### src/rtl/core/mse_ram.sv
// Generic single-write, single-read RAM with registered read data.
`default_nettype none
module mse_ram #(
    parameter int WIDTH = 32,
    parameter int DEPTH = 32
) (
    input  wire                       clk,
    input  wire                       we,
    input  wire [$clog2(DEPTH)-1:0]   waddr,
    input  wire [WIDTH-1:0]           wdata,
    input  wire                       re,
    input  wire [$clog2(DEPTH)-1:0]   raddr,
    output logic [WIDTH-1:0]          rdata
);

    logic [WIDTH-1:0] mem [DEPTH];
    logic [WIDTH-1:0] rdata_reg;

    // read-during-write returns the old contents
    always_ff @(posedge clk)
    begin
        if (we)
        begin
            mem[waddr] <= wdata;
        end
        if (re)
        begin
            rdata_reg <= mem[raddr];
        end
    end

    assign rdata = rdata_reg;

endmodule
`default_nettype wire

### config.mk
export PLATFORM = sky130hd
export DESIGN_NAME = mse_ram
export DESIGN_NICKNAME = d
export VERILOG_FILES = /design/src/rtl/core/mse_ram.sv
export SDC_FILE = /design/constraint.sdc
export NUM_CORES = 1
export LEC_CHECK = 0
export BUFFER_PORTS_ARGS = -buffer_cell sky130_fd_sc_hd__clkbuf_2
export CORE_MARGIN = 2
export CORE_UTILIZATION = 25
export DETAILED_ROUTE_END_ITERATION = 8
export PLACE_DENSITY = 0.46
export SYNTH_ARGS = -nofsm -noshare
export SYNTH_HDL_FRONTEND = slang
export SYNTH_SLANG_ARGS = --single-unit
### constraint.sdc
create_clock -name clk -period 2.6 [get_ports clk]
set_input_delay 0.13 -clock clk [delete_from_list [all_inputs] [get_ports clk]]
set_output_delay 0.13 -clock clk [all_outputs]
set_load 0.005 [all_outputs]
# Word level (Yosys, flattened, before mapping)
# Memory sizes are Yosys's and may differ from the RTL's. A register that Yosys moved wholly into a read port is not among the register bits.
# Cells that the tools add are included.
classes:
  n_mux: 2
ops:
  columns: ["cell", "n"]
  rows:
  - ["1-bit two-way mux", 2]
totals:
  reg_bits: 0
  mem_bits_rw: 1024
  input_bits: 45
  word_cells: 3
  memories: 1
memory_table:
  columns: ["name", "words", "width", "rd", "rd_clocked_by_memory_dff", "wr", "line_no", "source"]
  rows:
  - ["mem", 32, 32, 1, 1, 1, "16", "logic [WIDTH-1:0] mem [DEPTH];"]

# Logic depth before layout (Yosys ltp)
depth:
  ltp_word: 2
  mapped_depth: 8
  ltp_nobuf: 5

# Worst setup path before layout
# No wires, ideal clock.
synth_timing:
  kind: "input to register"
  from: "input waddr[1]"
  to: "memory mem[12][0], enable pin"
  setup_ns: 0.421
  t_arrival_ns: 2.143
  setup_slack_ns: 0.036
  stages: 3
  path_cell_list: "or3b_2 > clkbuf_1 > nor2_1"
synth_lines:
  columns: ["element", "line_no", "source"]
  rows:
  - ["from (decl)", "9", "input wire [$clog2(DEPTH)-1:0] waddr,"]
  - ["to (decl)", "16", null]
# No word-level cell before the write port.

==> summary.txt <==
Logic synthesis
  – Synth Warn #: 0
  – Post-synth EDFFs: roughly 1,100
  – Flops & latches, synth: around 1,100
  – Synth area leader: edfxtp_1
  – Post-synth net total: ~2,300
  – Most common flop cell mapped by yosys: edfxtp_1
  – Synth cell types: 24
  – Post-synth top area share: 77.7%
  – Async SR Flop Fraction: 0%
  – Top post-synthesis cells by area: edfxtp_1 (78%), mux2i_1 (13%), a22oi_1 (1.8%), a22o_1 (1.4%), nand3_1 (1.2%)
  – Post-Syn Instances: ~2,300
  – Post-synthesis sequential area ratio: 77.7%
  – Mapped cell area: around 41,000 um2
  – Syn Area/Cell: about 18 um2

Pwr
  – Total Power: 36.2 mW
  – Leak pwr: 16.3 nW
  – VDD IR max: 0.566 mV
  – PwrDens: 752 nW/um2

Place
  – Placed Cells incl. Taps: about 4,500
  – Port bufs: 76
  – Placed wire-length estimate: between 60 and 70 mm
  – Routability Congestion: ~0.74
  – Setup Slack @ Placement: around 0.17 ns

Hold path
  – Hold EP: mem[18][25]$_DFFE_PP_
  – Worst hold path class: primary input to flop
  – Hold path cells: 1
  – Min-delay src: wdata[25]

Timing
  – Highest clock rate: around 540 MHz
  – Final Critical Period: 1.87 ns
  – Slew Limit Fails: 0
  – Period utilization: a little under three quarters
  – Worst Max-Slew Pin Slew: 0.729 ns
  – Setup WS post-layout: 0.733 ns
  – RSZ-0062 raised after global routing: no
  – Final setup violation count: 0
  – Hold Fails Final Rpt: 0
  – Slew HR: 51.4%
  – Fin Setup TNS: 0 ns
  – Worst hold slack: between 0.04 and 0.05 ns
  – Skew final: 0.0146 ns

Worst setup path
  – Crit start category: flop
  – CP arrival: between 2 and 2.5 ns
  – R2R depth: 5
  – R2r setup slk: between 0.7 and 0.8 ns
  – Setup crit end kind: flop
  – WS Path Type: flop to flop
  – Crit Reg-Reg Startpoint: mem[3][27]$_DFFE_PP_
  – Required @ worst endpoint: roughly 2.9 ns
  – Worst-path fanout max: 1
  – Crit Reg-Reg Endpoint: rdata[27]$_DFFE_PP_

Floorplanning
  – Starting Density: between 20% and 30%
  – Die area: between 150,000 and 200,000 um2
  – Die Ht: between 400 and 500 um
  – Number of top-level pins: 77
  – Core ar.: 162,000 um2
  – Die Wd: just over 400 um
  – FP Rows: around 150

Final layout
  – Area delta synth->final: 18.0%
  – Max FFs per register: between 1,000 and 1,500
  – Commonest non-fill, non-tap cell in the layout: edfxtp_1
  – Share of layout cells above drive strength 1: roughly 15%
  – Most frequent cells in the layout: edfxtp_1 (1,056), mux2i_1 (512), clkbuf_16 (111)
  – Fin cells: between 4,000 and 5,000
  – Final layout net count: ~2,500

Run status
  – Status: finished, final reports clean

Clock tree
  – Root Driver: clkbuf_16
  – Clock Latency Late Sink: around 0.7 ns
  – # clock sinks: 1,056
  – CTS Buf Count: roughly 110
  – Clk slew on worst S/H paths: approximately 0.06 ns
  – H-tree lvl count: 3
  – Clock Tree Buf Depth: 3
  – CTS tree: done

Global routing
  – GRT Overall Usage: between 10% and 20%
  – Pin count of the biggest net entering global routing: 76
  – Vias in the first global route: between 20,000 and 25,000
  – GR Overflow Total: 0
  – Initial antenna violation count: 10
  – First-pass GRT wire length: 163 mm

Routing
  – # DRC: 0
  – Vias per Instance: between 4 and 5
  – WL/cell: 24.5 um
  – Final wirelength: roughly 110 mm
  – Number of iterations in the first detailed-routing pass: 5
  – 1st-iter DRT viols: 1,835
  – Antenna-violating nets left: 0
  – Via Count: between 20,000 and 25,000

Flow run
  – Maxcap violations: 0
## synth_stat cells (32+ instances only)
master / number
nor2_1: 34
nor3_1: 32
mux2i_1: 512
a22o_1: 64
nand3_1: 98
nand2_1: 98
a21oi_1: 96
a31oi_1: 32
a22oi_1: 96
buf_4: 33
clkbuf_1: 46
edfxtp_1: 1056
## kinds of logic (layout without fill, tap and decap cells)
family                 count (synthesis)  after routing  synth area share, %
buffers and inverters                127            370                 1.85
multiplexers                         512            512                 12.6
AND/OR/NAND/NOR                      277            277                 3.08
flip-flops                          1056           1056                 77.7
other                                  0              2                    0
AO/OA/AOI/OAI                        288            288                 4.81
## worst max path at each step
stage / startpoint / end / slack, ns
after CTS: mem[3][27]$_DFFE_PP_ / rdata[27]$_DFFE_PP_ / 0.71
after global placement: raddr[0] / rdata[27]$_DFFE_PP_ / 0.18
after floorplan: waddr[1] / mem[12][0]$_DFFE_PP_ / 0.04
after detailed placement: raddr[0] / rdata[27]$_DFFE_PP_ / 0.17
final: mem[3][27]$_DFFE_PP_ / rdata[27]$_DFFE_PP_ / 0.73
after global routing: mem[3][27]$_DFFE_PP_ / rdata[27]$_DFFE_PP_ / 0.65
## power breakdown
part	total (mW)	internal [mW]	switching, mW
clock	15.3	8.96	6.35
combinational	1.83	0.605	1.22
sequential	19.1	19.0	0.0807
## final cells by class
type | count | area [um2]
Multi-Input combinational cell | 1077 | 8610
Sequential cell | 1056 | 31700
Fill cell | 15900 | 114000
Clock inverter | 63 | 617
Timing Repair Buffer | 174 | 1640
Antenna cell | 2 | 5.00
Clock buffer | 133 | 2860
Tap cell | 2175 | 2720
## through the flow
step / area (um2) / util, %
after floorplan: 40800 / -
after global placement: 44700 / 27.5
after detailed placement: 44700 / 27.5
after CTS: 48200 / 29.7
after global routing: 48200 / 29.7
final: 48200 / 29.7
## routing by layer
layer  up-vias  wire [um]  global-route usage [%]
met5         -         96                       0
met4        14       2440                    3.87
li1       9335          -                       -
met1     11100      48600                    17.1
met3       132       5900                    2.50
met2       519      57600                    23.5
## worst max-delay path: stages, from the launching register on
cell and delay, ns:
edfxtp_1 0.35, mux2i_1 0.25, a22o_1 0.18, nor3_1 0.05, a31oi_1 0.22, nand3_1 0.40
## what timing repair did
| item | 4_1_cts | 5_1_grt |
|---|---|---|
| hold endpoints to repair | 8 | 0 |
| resized for setup | 0 | 0 |
| buffers inserted | 0 | 0 |
| hold buffers | 1 | 0 |
No activity file was read; power rests on OpenSTA's default activity.
