[config.mk]
export PLATFORM = sky130hd
export DESIGN_NAME = mse_widx
export DESIGN_NICKNAME = d
export VERILOG_FILES = /design/src/rtl/core/mse_widx.sv
export SDC_FILE = /design/constraint.sdc
export NUM_CORES = 1
export LEC_CHECK = 0
export BUFFER_PORTS_ARGS = -buffer_cell sky130_fd_sc_hd__buf_2
export CAP_MARGIN = 20
export CORE_AREA = 2 2 39 41
export CTS_CLUSTER_SIZE = 14
export DETAILED_ROUTE_END_ITERATION = 7
export DIE_AREA = 0 0 41 43
export GPL_ROUTABILITY_DRIVEN = 0
export PLACE_DENSITY = 0.61
export SYNTH_ARGS = -nofsm -noshare
export SYNTH_HDL_FRONTEND = slang
export SYNTH_SLANG_ARGS = --single-unit
export TNS_END_PERCENT = 30
[constraint.sdc]
create_clock -name clk -period 0.8 [get_ports clk]
set_input_delay 0.12 -clock clk [delete_from_list [all_inputs] [get_ports clk]]
set_output_delay 0.12 -clock clk [all_outputs]
set_load 0.005 [all_outputs]
[src/rtl/core/mse_widx.sv]
// Two-stage word index: (address / 4) modulo the memory depth by reciprocal multiply.
`default_nettype none
module mse_widx #(
    parameter int MEM_WORDS = 1024
) (
    input  wire                            clk,
    input  wire                            load,
    input  wire [29:0]                     word_in,
    output logic [$clog2(MEM_WORDS)-1:0]   idx
);

    localparam int          LG      = $clog2(MEM_WORDS);
    localparam int          SH      = 30 + LG;
    localparam int          EW      = 31 - LG;
    localparam logic [63:0] RECIP64 = (64'd1 << SH) / 64'(MEM_WORDS);
    localparam logic [31:0] RECIP   = RECIP64[31:0];
    localparam logic [31:0] MW      = 32'(MEM_WORDS);

    logic [29:0]   word_reg;
    logic [61:0]   prod_reg;
    logic [EW-1:0] est;
    logic [31:0]   back;
    logic [31:0]   rem;
    logic [31:0]   rem_fix;

    // first stage: quotient estimate product
    always_ff @(posedge clk)
    begin
        if (load)
        begin
            word_reg <= word_in;
            prod_reg <= 62'(word_in) * 62'(RECIP);
        end
    end

    // second stage: estimate is exact or one short, so one correction
    assign est     = prod_reg[SH +: EW];
    assign back    = 32'(est) * MW;
    assign rem     = 32'(word_reg) - back;
    assign rem_fix = (rem >= MW) ? rem - MW : rem;
    assign idx     = rem_fix[LG-1:0];

endmodule
`default_nettype wire
After elaboration in Yosys (flattened, before gate mapping)
Index checks and enable logic that the tools add are counted.
{"block": "totals", "regBits": 30, "inputBits": 32, "out_inout_bits": 10, "elab_cells": 5}
{"block": "classes", "add_sub_neg": 2, "magnitude_cmp": 1, "n_mux": 1}
{"operator": "$ge A32 B11 Y1 const B", "count": 1}
{"operator": "$sub A30 B30 Y31", "count": 1}
{"operator": "$mux W10", "count": 1}
{"operator": "$sub A10 B1 Y10 const B", "count": 1}

Longest topological paths before layout
{"block": "logic_depth", "depth_word": 3, "mapped_depth": 0, "ltp_nobuf": 0}

Worst setup path after synthesis
Ideal clock, no wire load.
{"block": "synth_path", "path_type": "reg-to-output", "startpoint": "register prod_reg[30] (netlist name)", "endpoint": "output port idx[0]", "arrival_time_ps": 355, "required_ps": 680, "slack_ps": 325, "path_stages_with_launch": 1, "cell_sequence": "edfxtp_1"}
{"element": "end: declaration", "line": "9", "source": "output logic [$clog2(MEM_WORDS)-1:0] idx"}

==> impl_table.tex <==
\begin{tabular}{lr}
\hline
Metric & Value \\
\hline
\multicolumn{2}{l}{\textbf{Detailed routing}} \\
\quad Detailed-route wire length on metal 1 & 181 um \\
\quad DRC violations left & 0 \\
\quad First-pass iteration count of the detailed router & 2 \\
\quad Number of design-rule violations left by the first detailed-router iteration & 5 \\
\quad Via count normalized by instance count & 3.720 \\
\quad DR top layer & met3 \\
\quad Met2 routed WL & 236 um \\
\quad Sum of routed wire length over all layers & 500 um \\
\quad Average detailed-routed wire length per instance & around 10 um \\
\quad Total via count in the routed design & 186 \\
\quad Met3 wire length & 82 um \\
\quad Number of nets still failing antenna checks after routing & 0 \\
\multicolumn{2}{l}{\textbf{Power and ir drop}} \\
\quad Power spent charging and discharging nets & roughly 180 uW \\
\quad Fraction of power consumed by combinational cells & around 7.4\% \\
\quad Power per unit of standard cell area & 2283 nW/um\^{}2 \\
\quad Total Power & 1022 uW \\
\quad Portion of total power attributed to sequential cells & 61.7\% \\
\quad Switching share of total power & between 15 and 20\% \\
\quad Leakage dissipation & 0.0001943 uW \\
\quad Clock network power share & 30.9\% \\
\quad Worst IR drop on VDD & slightly below 900 uV \\
\quad Design internal power & about 840 uW \\
\multicolumn{2}{l}{\textbf{Synthesis}} \\
\quad Seq cells post-synth & 10 \\
\quad Gate Count Post-Synth & 10 \\
\quad Count of different cell masters after synthesis & 1 \\
\quad Post-synthesis sequential area ratio & 100.0\% \\
\quad Number of synthesis warnings & 0 \\
\quad Mean instance size in the synthesized netlist & 30.03 sq um \\
\quad Post-synth net total & 42 \\
\quad Summed instance area of the synthesized netlist & 300.3 sq um \\
\multicolumn{2}{l}{\textbf{Finish}} \\
\quad Most common cell after layout, fill and taps aside & sky130\_fd\_sc\_hd\_\_buf\_2 \\
\quad Final net count & 68 \\
\quad Share of layout cells above drive strength 1 & 70.59\% \\
\quad Fillers & 142 \\
\quad Layout overhead on the synthesized area & 49.17\% \\
\quad Final standard cell utilization of the core & 32.37\% \\
\quad Final antenna diode count & 0 \\
\quad FF+latch area & 300.3 sq um \\
\quad Multi-input combinational cell area & 0 sq um \\
\quad Count of multi-input gates & 0 \\
\quad Non-filler cells in the finished layout & 50 \\
\quad Flip-flop count of the largest register, all copies and words added & 10 \\
\quad Highest-count cells in the layout ignoring fill and taps & sky130\_fd\_sc\_hd\_\_buf\_2, sky130\_fd\_sc\_hd\_\_edfxtp\_1, sky130\_fd\_sc\_hd\_\_clkbuf\_4 \\
\multicolumn{2}{l}{\textbf{CTS}} \\
\quad Number of H-tree levels & 1 \\
\quad Clock Sink Count & 10 \\
\quad Resize count post-CTS & 0 \\
\quad Clock transition at the register clock pins on the worst setup and hold paths after CTS & $\sim$60 ps \\
\quad Clk Tree Root Cell & sky130\_fd\_sc\_hd\_\_clkbuf\_4 \\
\quad Maximum count of clock buffers along a single path & 2 \\
\quad Buffers inserted by post-CTS timing repair & 0 \\
\quad Clock tree from TritonCTS & done \\
\quad Number of buffers added by the clock tree synthesis step & 3 \\
\multicolumn{2}{l}{\textbf{Worst setup path}} \\
\quad Top cell family by delay on the critical path & flip-flops \\
\quad Total buffers and inverters traversed by the critical path & 1 \\
\quad Data arrival time of the critical path & approximately 750 ps \\
\quad CP Launch Type & flip-flop \\
\quad Category of the worst setup path capture point & output port \\
\quad Crit Path Category & flip-flop to output port \\
\quad Slowest stage delay, CP & 370 ps \\
\quad Critical path cell sequence & buf\_2 \\
\quad Cell with the largest stage delay on the worst path & sky130\_fd\_sc\_hd\_\_edfxtp\_1 \\
\quad Data required time of the critical path & 680 ps \\
\quad Highest fanout seen on the critical path & 1 \\
\multicolumn{2}{l}{\textbf{Hold path}} \\
\quad Worst hold-check path type & input pin to flip-flop \\
\multicolumn{2}{l}{\textbf{STA}} \\
\quad Portion of the clock cycle consumed by the worst path in the final layout & 108.6\% \\
\quad Fmax & approximately 1.2 GHz \\
\quad Finish-stage setup viols & 10 \\
\quad Final critical delay including setup and external delays & between 800 and 900 ps \\
\quad Max-slew violation count & 0 \\
\quad Final Hold Fails & 0 \\
\quad RSZ-0062 raised after global routing & true \\
\quad Worst path setup slack after routing & -68.62 ps \\
\quad Worst-Margin Slew & 209.6 ps \\
\quad Worst slew margin relative to its limit & 86.03\% \\
\multicolumn{2}{l}{\textbf{Flow run}} \\
\quad Count of maximum capacitance violations & 0 \\
\multicolumn{2}{l}{\textbf{Die}} \\
\quad Die Area & 1763 sq um \\
\quad Initial cell density of the core & between 20\% and 30\% \\
\quad Die Y & 43 um \\
\quad Die span in x & 41 um \\
\quad Placeable core area & 1384 sq um \\
\quad Standard-cell row count & 14 \\
\quad Boundary Pins & 42 \\
\multicolumn{2}{l}{\textbf{Placement}} \\
\quad Instance count after placement with tap cells included & 47 \\
\quad \# port buffers & 21 \\
\quad Post-Place Setup Slack & roughly 130 ps \\
\multicolumn{2}{l}{\textbf{GRT}} \\
\quad Initial antenna violation count & 0 \\
\quad GR Overflow Total & 0 \\
\quad Maximum number of pins on one net before global-route repair & 11 \\
\quad Number of global-route vias before repair & 197 \\
\quad Overall fraction of global-route tracks in use & 7.172\% \\
\quad Wire length of the first global-routing pass & 745 um \\
\multicolumn{2}{l}{\textbf{Outcome}} \\
\quad Failing checks & negative setup slack \\
\quad Status & finished with violations \\
\hline
\end{tabular}
cell families (layout without fill, tap and decap cells):
family | Yosys count | count (layout) | share of synthesized area [%]
buf+inv | 0 | 24 | 0
flops | 10 | 10 | 100.0
power by group through the flow:
| stage | registers [uW] | logic (uW) | clock network [uW] |
|---|---|---|---|
| global route | 634 | 89.7 | 354 |
| detailed placement | 643 | 78.8 | 0 |
| global placement | 641 | 77.4 | 0 |
| CTS | 632 | 78.9 | 337 |
| finish | 631 | 75.9 | 316 |
| floorplan | 651 | 0 | 0 |
Yosys cell counts:
library cell	number	area (sq um)
sky130_fd_sc_hd__edfxtp_1	10	300.3
repair_timing:
item	CTS	global route
hold buffers	0	0
setup endpoints to repair	10	10
gates cloned	0	0
final timing paths:
| check | cells past startpoint | from | endpoint |
|---|---|---|---|
| hold / removal | 1 | word_in[5] | prod_reg[35]$_DFFE_PP_ |
| setup / recovery | 1 | prod_reg[39]$_DFFE_PP_ | idx[9] |
per-stage QoR:
stage / cell area (sq um) / setup TNS, ps / hold WS (ps)
detailed placement: 425.4 / 0 / 298.1
finish: 447.9 / -544.7 / 41.48
CTS: 447.9 / -725.2 / 29.63
floorplan: 300.3 / 0 / 218.9
global route: 447.9 / -963.5 / 29.07
global placement: 425.4 / 0 / 297.1
per-layer routing:
metal | vias up | track usage (%)
met5 | - | 0
met4 | 0 | 6.000
met3 | 0 | 5.759
met2 | 17 | 9.688
met1 | 79 | 6.529
li1 | 90 | -
final cells by class:
| class | instances | area share (%) |
|---|---|---|
| clock buffer | 3 | 5.028 |
| timing repair buffer | 21 | 23.46 |
| sequential | 10 | 67.04 |
| tap | 16 | 4.469 |
No activity file was read; power rests on OpenSTA's default activity.
