### src/rtl/core/mse_pkg.sv
// Shared opcodes, status codes and stage record for the MIPS subset execute unit.
`default_nettype none
package mse_pkg;

    localparam logic [4:0] OP_ADD  = 5'd0;
    localparam logic [4:0] OP_ADDU = 5'd1;
    localparam logic [4:0] OP_SUB  = 5'd2;
    localparam logic [4:0] OP_SUBU = 5'd3;
    localparam logic [4:0] OP_SLT  = 5'd4;
    localparam logic [4:0] OP_AND  = 5'd5;
    localparam logic [4:0] OP_OR   = 5'd6;
    localparam logic [4:0] OP_ADDI = 5'd7;
    localparam logic [4:0] OP_BEQ  = 5'd8;
    localparam logic [4:0] OP_BNE  = 5'd9;
    localparam logic [4:0] OP_J    = 5'd10;
    localparam logic [4:0] OP_LB   = 5'd11;
    localparam logic [4:0] OP_LH   = 5'd12;
    localparam logic [4:0] OP_LW   = 5'd13;
    localparam logic [4:0] OP_SB   = 5'd14;
    localparam logic [4:0] OP_SH   = 5'd15;
    localparam logic [4:0] OP_SW   = 5'd16;

    localparam logic [1:0] ST_OK   = 2'd0;
    localparam logic [1:0] ST_OVF  = 2'd1;
    localparam logic [1:0] ST_ADDR = 2'd2;

    // execute result as it travels down the pipe
    typedef struct packed {
        logic [1:0]  status;
        logic [31:0] next_pc;
        logic        wr;      // register write survives (r0 and traps removed)
        logic [4:0]  widx;
        logic [31:0] wval;    // ALU value; loads fill in at the memory stage
        logic        ld;      // load that writes a register
        logic        st;      // aligned store
        logic [31:0] ea;
    } mse_res_t;

endpackage
`default_nettype wire

### src/rtl/core/mse_exec.sv
// Integer ALU, branch and address generation for one instruction.
`default_nettype none
module mse_exec
    import mse_pkg::*;
(
    input  wire [4:0]  op,
    input  wire [31:0] rs_val,
    input  wire [31:0] rt_val,
    input  wire [4:0]  rt_idx,
    input  wire [4:0]  rd_idx,
    input  wire [15:0] imm,
    input  wire [25:0] tgt,
    input  wire [31:0] pc,
    output mse_res_t   res
);

    logic [31:0] imm32;
    logic [31:0] pc4;
    logic [31:0] br_pc;
    logic [31:0] ea;
    logic [31:0] bsel;
    logic [31:0] sum;
    logic [31:0] diff;
    logic        add_ovf;
    logic        sub_ovf;
    logic        lt;
    logic        wr;
    logic [4:0]  idx;
    logic [31:0] val;

    assign imm32   = {{16{imm[15]}}, imm};
    assign pc4     = pc + 32'd4;
    assign br_pc   = pc4 + {imm32[29:0], 2'b00};
    assign ea      = rs_val + imm32;
    assign bsel    = (op == OP_ADDI) ? imm32 : rt_val;
    assign sum     = rs_val + bsel;
    assign diff    = rs_val - rt_val;
    assign add_ovf = (rs_val[31] == bsel[31]) && (sum[31] != rs_val[31]);
    assign sub_ovf = (rs_val[31] != rt_val[31]) && (diff[31] != rs_val[31]);
    assign lt      = $signed(rs_val) < $signed(rt_val);

    always_comb
    begin
        res         = '0;
        res.next_pc = pc4;
        res.ea      = ea;
        wr          = 1'b0;
        idx         = rd_idx;
        val         = sum;
        case (op)
            OP_ADD, OP_ADDI:
            begin
                if (op == OP_ADDI)
                begin
                    idx = rt_idx;
                end
                if (add_ovf)
                begin
                    res.status = ST_OVF;
                end
                else
                begin
                    wr = 1'b1;
                end
            end
            OP_ADDU:
            begin
                wr = 1'b1;
            end
            OP_SUB:
            begin
                val = diff;
                if (sub_ovf)
                begin
                    res.status = ST_OVF;
                end
                else
                begin
                    wr = 1'b1;
                end
            end
            OP_SUBU:
            begin
                wr  = 1'b1;
                val = diff;
            end
            OP_SLT:
            begin
                wr  = 1'b1;
                val = {31'd0, lt};
            end
            OP_AND:
            begin
                wr  = 1'b1;
                val = rs_val & rt_val;
            end
            OP_OR:
            begin
                wr  = 1'b1;
                val = rs_val | rt_val;
            end
            OP_BEQ:
            begin
                if (rs_val == rt_val)
                begin
                    res.next_pc = br_pc;
                end
            end
            OP_BNE:
            begin
                if (rs_val != rt_val)
                begin
                    res.next_pc = br_pc;
                end
            end
            OP_J:
            begin
                res.next_pc = {pc4[31:28], tgt, 2'b00};
            end
            OP_LB:
            begin
                wr  = 1'b1;
                idx = rt_idx;
            end
            OP_LH:
            begin
                idx = rt_idx;
                if (ea[0])
                begin
                    res.status = ST_ADDR;
                end
                else
                begin
                    wr = 1'b1;
                end
            end
            OP_LW:
            begin
                idx = rt_idx;
                if (ea[1:0] != 2'b00)
                begin
                    res.status = ST_ADDR;
                end
                else
                begin
                    wr = 1'b1;
                end
            end
            OP_SB:
            begin
                res.st = 1'b1;
            end
            OP_SH:
            begin
                if (ea[0])
                begin
                    res.status = ST_ADDR;
                end
                else
                begin
                    res.st = 1'b1;
                end
            end
            OP_SW:
            begin
                if (ea[1:0] != 2'b00)
                begin
                    res.status = ST_ADDR;
                end
                else
                begin
                    res.st = 1'b1;
                end
            end
            default:
            begin
                wr = 1'b0;
            end
        endcase

        // r0 stays zero
        if (wr && idx == 5'd0)
        begin
            wr = 1'b0;
        end
        res.wr   = wr;
        res.widx = wr ? idx : 5'd0;
        res.wval = (wr && !(op inside {OP_LB, OP_LH, OP_LW})) ? val : 32'd0;
        res.ld   = wr && (op inside {OP_LB, OP_LH, OP_LW});
    end

endmodule
`default_nettype wire

### config.mk
export PLATFORM = sky130hd
export DESIGN_NAME = mse_exec
export DESIGN_NICKNAME = d
export VERILOG_FILES = /design/src/rtl/core/mse_pkg.sv /design/src/rtl/core/mse_exec.sv
export SDC_FILE = /design/constraint.sdc
export NUM_CORES = 1
export LEC_CHECK = 0
export ABC_AREA = 0
export BUFFER_PORTS_ARGS = -buffer_cell sky130_fd_sc_hd__clkbuf_2
export CAP_MARGIN = 5
export CORE_ASPECT_RATIO = 0.8
export CORE_MARGIN = 8
export CORE_UTILIZATION = 50
export DETAILED_ROUTE_END_ITERATION = 8
export PLACE_DENSITY = 0.81
export SYNTH_ARGS = -nofsm -noshare
export SYNTH_HDL_FRONTEND = slang
export SYNTH_SLANG_ARGS = --single-unit
### constraint.sdc
create_clock -name vclk -period 12.2
set_input_delay 1.22 -clock vclk [all_inputs]
set_output_delay 1.22 -clock vclk [all_outputs]
set_load 0.1 [all_outputs]
After elaboration in Yosys (flattened, before gate mapping)
Index checks and enable logic that the tools add are counted.
Cells by class
  $add $sub $neg: 5
  $lt $le $gt $ge: 1
  equality and inequality tests: 22
  mux-type cells: 21
  bitwise logic cells: 2
  reduce and logical (&&, ||, !) cells: 16
Operators with widths (count)
  32-bit 2-to-1 mux: 4
  32-bit case mux with 4 select lines: 1
  32-bit adder: 3
  32-bit case mux with 3 select lines: 1
  5-bit by 4-bit == test with 1-bit output, second input constant: 8
  32-bit by 3-bit adder with 32-bit output, second input constant: 1
  32-bit bitwise AND: 1
  32-bit == test: 1
  32-bit < comparator: 1
  32-bit != test: 1
  32-bit OR: 1
  32-bit subtractor: 1
  5-bit by 3-bit == test with 1-bit output, second input constant: 4
  5-bit by 2-bit == test with 1-bit output, second input constant: 2
  5-bit zero test: 2
  5-bit 2-to-1 mux: 2
  5-bit case mux with 2 select lines: 1
  2-bit case mux with 4 select lines: 1
  2-bit OR reduction: 4
  1-bit 2-to-1 mux: 7
  6-bit OR reduction: 1
  5-bit by 1-bit == test with 1-bit output, second input constant: 1
  5-bit == test, second input constant: 1
  1-bit logical AND: 5
  other kinds (9): 12
Word-level totals
  register bits after elaboration: 0
  input bits: 153
  output and inout port bits: 106
  word-level logic and storage cells: 67

Logic depth before layout (Yosys ltp)
Gate-level depths: netlist of run 1.
  depth in word-level cells: 11
  gate-level depth with buffers: 20
  gate-level depth less buffers: 18

Worst setup path before layout of run 1
OpenSTA, ideal clock, no wires.
  path type: input to output
  start: input op[3]
  end: output res[33] (netlist bit)
  data arrival time: 7.337 ns
  required time: 10.980 ns
  setup slack: 3.643 ns
  stages on the path: 15
  path buffers: 2
  cells stage by stage: clkbuf_1 -> nor2b_1 -> nand3_1 -> clkbuf_1 -> mux2_2 -> ha_1 -> and4_1 -> o21a_1 -> a211oi_1 -> nor2_1 -> a2bb2oi_1 -> a31oi_1 -> mux2i_1 -> a211oi_2 -> nor4b_1
RTL lines
  start: declaration: RTL line mse_exec.sv:6  | input wire [4:0] op,
  end: declaration: RTL line mse_exec.sv:14  | output mse_res_t res

==> impl_metrics.toml, run 1 <==
[pwr]
cellInternalPower_mw = 0.228
powerDensity_nw_per_um2 = 71.1
pwr-share-seq_pct = 0
power.share.switching_pct = 71.8
pwr-share-clk_pct = 0
leakagePower_nw = 5.81
combPwrFrac_pct = 100.0
vdd.ir_drop.worst_uv = 61.0
power_switching_mw = 0.581

[critical_path]
path_max_fanout = 34
critical_path_class = "primary input to output pin"
cp-start-kind = "primary input"
critical_path.cell_chain = "clkbuf_2, nor2b_1, nand3_1, buf_4, o21ai_0, ha_1, a211oi_1, o21ai_0, a211oi_1, nor2_1, a2bb2oi_1, a31oi_1, mux2i_1, a211oi_2, or3_1, buf_4, a221oi_1, clkbuf_2"
critPathArrivalTime_ps = 6540
critical_path.endpoint_type = "output pin"
critical-path-slowest-cell = "sky130_fd_sc_hd__clkbuf_2"
max_stage_delay_ps = 510
timing.critical_path.required_ps = 10980

[synth]
avgSynthCellArea_sq_um = 7.00
synth.cell_area_sq_um = 9890
ys_warn_count = 0
synth_cells = 1413
synthesis.nets = 1759
synth_top_cell_area_share_pct = 23.9
largest_cells_by_area_after_synthesis = "sky130_fd_sc_hd__ha_1 (24%), sky130_fd_sc_hd__xnor2_1 (8.0%), sky130_fd_sc_hd__a21oi_1 (7.2%)"
yosys-top-cells-count = "sky130_fd_sc_hd__ha_1 (189), sky130_fd_sc_hd__a21oi_1 (142), sky130_fd_sc_hd__inv_1 (119)"
yosys.cell_count.top_type = "sky130_fd_sc_hd__ha_1"
synth.yosys.seq_area_share_pct = 0
yosysTopAreaCell = "sky130_fd_sc_hd__ha_1"
yosysUniqueCellTypes = 74

[grt]
track_usage_pct = 26.7
grt_overflow_total = 0
global_route_wire_length_before_repair_mm = 55.7
antenna_found_initial = 2
vias_in_the_first_global_route = 10830
grt_max_degree = 47

[routing]
met2RoutedLength_mm = 15.3
via_count_of_the_routed_design = 11456
viasPerCell = 6.03
route.detailed.wl_per_inst_um = 18.7
dr.first_iter.drc_count = 1155
route.antenna.remaining_nets = 0
route.layer.met1.wl_mm = 16.4
postRouteWirelength_mm = 35.5
drc = 0
drt_pass1_iterations = 6
met3WireLength_mm = 3.07
highest_layer = "met5"

[clock_network]
number_of_setup_buffers_added_after_cts = 0
post_cts_resized = 0
cts_hold_repair.buffers = 0

[sta]
maxSlewViolCount = 0
worst_hold_slack_ps = 2990
finalHoldViolations = 0
setup_viol_count_final = 0
timing_worst_slew_pin_value_ps = 1270
final.setup.tns_ps = 0
fin_crit_sh_pct = 63.6
rsz0062_at_grt = "no"
achievable-frequency_mhz = 129
relSlewSlack_pct = 14.8
finalWorstPathRequiredPeriod_ps = 7760

[cells_and_area]
drive_above_1_share_pct = 20.1
seqCellArea_sq_um = 0
clockBufferCount = 0
final_nets = 1982
final_cell_area_sq_um = 11400
sequential_cell_total = 0
layout.filler_cells = 1945
areaGrowthSynthToFinish_pct = 15.1

[floorplan]
floorplan.initialDensity_pct = 50.4
fp.dieH_um = 142
std_cell_rows = 46
die_width_um = 173
boundaryPins = 259
die_area_sq_um = 24600
core_sq_um = 19600

[run_status]
run_status = "finished, final reports clean"

[placed_design]
portBuffers = 259
finalWeightedCongestion = 0.988
dp_hpwl_mm = 29.6
post_dp_cell_area_sq_um = 11400

[job]
cap_viol_max_count = 0

[min_path]
hold_path_class = "primary input to output pin"
-- cell type report --
| type | count | area (sq um) | area share, % |
|---|---|---|---|
| well taps | 264 | 330 | 2.90 |
| inverters | 120 | 450 | 3.96 |
| diodes | 1 | 2.50 | 0.0220 |
| repair buffers | 267 | 1360 | 11.9 |
| multi-input cells | 1247 | 9240 | 81.2 |
-- cell usage in the layout, fill, tap and decap left out, drive strengths merged, types with 14 or more instances in the layout --
cell type	count
and3	21
or3	15
a21oi	143
ha	189
nor3	28
nand2	87
o21ai	91
nand3	31
a221o	14
a211oi	45
nor2	109
and2	14
o21a	14
a21o	62
mux2	15
xnor2	90
nor2b	26
xor2	45
clkbuf	259
nand2b	17
inv	120
-- layer usage --
layer | vias to the layer above | track usage [%]
li1 | 5600 | -
met1 | 5260 | 37.6
met2 | 535 | 42.3
met3 | 59 | 4.38
met4 | 2 | 5.16
met5 | - | 0
-- through the flow --
stage / power [mW] / setup WS (ps) / cells / utilization [%]
detailed placement: 0.796 / 4630 / 1898 / 58.0
CTS: 0.801 / 4590 / 1898 / 58.0
floorplan: 0.625 / 3640 / 1413 / -
finish: 0.809 / 4440 / 1899 / 58.0
global placement: 0.790 / 4770 / 1898 / 58.0
global route: 0.861 / 4070 / 1898 / 58.0
-- kinds of logic (layout without fill, tap and decap cells) --
family,Yosys count,in the layout,synth area share [%]
adder cells (fa/ha/maj),193,193,24.7
multiplexers,26,26,2.82
AND/OR/NAND/NOR,406,406,20.6
XOR/XNOR,135,135,12.0
AO/OA/AOI/OAI,487,487,33.3
other,0,1,0
buffers and inverters,166,387,6.58
-- power by group through the flow --
stage / Combinational [mW] / Clock [mW] / Sequential [mW]
after floorplan: 0.625 / 0 / 0
final: 0.809 / 0.0000000110 / 0
after global placement: 0.790 / 0 / 0
after CTS: 0.801 / 0 / 0
after global routing: 0.861 / 0 / 0
after detailed placement: 0.796 / 0 / 0
-- worst max-delay path, delay by kind of cell --
| kind | cells | cell delay, ps |
|---|---|---|
| AO/OA/AOI/OAI | 8 | 2350 |
| AND/OR/NAND/NOR | 4 | 1010 |
| buffers and inverters | 4 | 1350 |
| multiplexers | 1 | 280 |
| adder cells (fa/ha/maj) | 1 | 310 |
-- final timing paths --
kind / cells past startpoint / startpoint / slack (ps) / to
worst max-delay path: 18 / op[2] / 4440 / res[34]
worst min-delay path: 3 / pc[0] / 2990 / res[72]
(Power assumes the default switching activity.)
==> inputs of run 2 (changes only) <==
- PLACE_DENSITY: 0.81 -> 0.84
- clock period: 12.2 -> 6.7 ns (I/O delays scaled with it)
==> run 2 against run 1 <==
Power increased by 88%; flip-flop and latch count stayed put; core utilization grew 3.3 points; design area grew 5.7%; critical path type unchanged; critical endpoint is now res[63]; final cell count up 0.21%; global-route usage grew 1.2 points; sequential share of layout area is the same.
==> impl_metrics.toml, run 2 (synthesis results as in run 1) <==
[cells_and_area]
seqCellArea_sq_um = 0
sequential_cell_total = 0
clockBufferCount = 0
mostFrequentLayoutCell = "sky130_fd_sc_hd__clkbuf_2"
areaGrowthSynthToFinish_pct = 21.7
total_area_of_multi_input_combinational_cells_sq_um = 9260
final_nets = 1987
antenna-diode-count = 0
final_cell_mix = "sky130_fd_sc_hd__clkbuf_2 (219), sky130_fd_sc_hd__ha_1 (189), sky130_fd_sc_hd__a21oi_1 (142)"
final_core_occ_pct = 61.3
layout.filler_cells = 1789
drive_above_1_share_pct = 20.6

[routing]
route.antenna.remaining_nets = 0
route.detailed.wl_per_inst_um = 19.4
viasPerCell = 6.13
dr.first_iter.drc_count = 1126
postRouteWirelength_mm = 36.9
drt_pass1_iterations = 5
drc = 0
via_count_of_the_routed_design = 11672

[sta]
relSlewSlack_pct = 19.5
finalHoldViolations = 0
fin_crit_sh_pct = 91.9
rsz0062_at_grt = "no"
maxSlewViolCount = 0
finalWorstPathRequiredPeriod_ps = 6160
setup_viol_count_final = 0
timing_worst_slew_pin_value_ps = 1210
achievable-frequency_mhz = 162
final.setup.tns_ps = 0

[clock_network]
number_of_setup_buffers_added_after_cts = 0
cts_hold_repair.buffers = 0
post_cts_resized = 0

[critical_path]
cell_type_with_the_highest_occurrence_count_on_the_critical_path = "sky130_fd_sc_hd__buf_4"
critPathArrivalTime_ps = 5490
timing.critical_path.buf_inv = 5
timing.critical_path.required_ps = 6030
critical_path.cell_chain = "clkbuf_2, nor2b_1, nand3_1, buf_4, nor2_1, buf_4, a21o_1, ha_1, a21o_1, a21oi_1, o21ai_0, a21oi_1, a2bb2oi_1, a31oi_1, mux2i_1, a211oi_2, or3_1, buf_4, a211oi_2, buf_12"
critical_path.endpoint_type = "output pin"
crit_family = "compound AO/OA/AOI/OAI gates"
max_stage_delay_ps = 380
cp-start-kind = "primary input"
path_max_fanout = 32
critical-path-slowest-cell = "sky130_fd_sc_hd__nor2b_1"
critical_path_class = "primary input to output pin"

[grt]
track_usage_pct = 27.9
antenna_found_initial = 0
vias_in_the_first_global_route = 10985
grt_overflow_total = 0
grt_max_degree = 35
global_route_wire_length_before_repair_mm = 57.9

[pwr]
vdd.ir_drop.worst_uv = 130
total_power_mw = 1.52
powerDensity_nw_per_um2 = 126
leakagePower_nw = 5.98

[placed_design]
dp_hpwl_mm = 31.0
finalWeightedCongestion = 0.952
portBuffers = 259

[min_path]
hold_path_class = "primary input to output pin"

[floorplan]
die_area_sq_um = 24600
floorplan.initialDensity_pct = 50.4
boundaryPins = 259
core_sq_um = 19600
fp.dieH_um = 142
die_width_um = 173
std_cell_rows = 46

[run_status]
run_status = "finished, final reports clean"

[job]
cap_viol_max_count = 0
## run 2: worst min-delay path, stage by stage
cell	delay, ps
sky130_fd_sc_hd__clkbuf_2	90
sky130_fd_sc_hd__mux2i_1	130
sky130_fd_sc_hd__nor2_1	80
sky130_fd_sc_hd__buf_12	170
## run 2: worst paths after layout
path                  start       to  slack (ps)  cells past startpoint
setup / recovery      op[2]  res[63]         540                     20
hold / removal    rd_idx[2]  res[68]        1810                      4
## run 2: layout make-up
class                           instances  share of cell area, %
Inverter                              120                   3.74
Tap cell                              264                   2.74
Multi-Input combinational cell       1247                   76.9
Timing Repair Buffer                  272                   16.6
## run 2: metrics by stage
stage	instances	setup slack, ps	area (sq um)	hold slack, ps
2_1_floorplan	1413	230	9910	1780
3_3_place_gp	1903	785	12000	1790
3_5_place_dp	1903	638	12000	1810
4_1_cts	1903	594	12000	1820
5_1_grt	1903	128	12000	1840
6_report	1903	541	12000	1810
## run 2: per-layer routing
metal | part of all wire [%] | global-route usage [%] | vias to the layer above
met5 | 0 | 0 | -
met4 | 3.6 | 8.33 | 0
met3 | 10 | 5.47 | 88
met2 | 42 | 42.6 | 627
met1 | 44 | 39.0 | 5333
li1 | - | - | 5624
## run 2: power breakdown
group,internal [mW],switching [mW],total [mW]
Sequential,0,0,0
Clock,0,0,0
Combinational,0.444,1.07,1.52
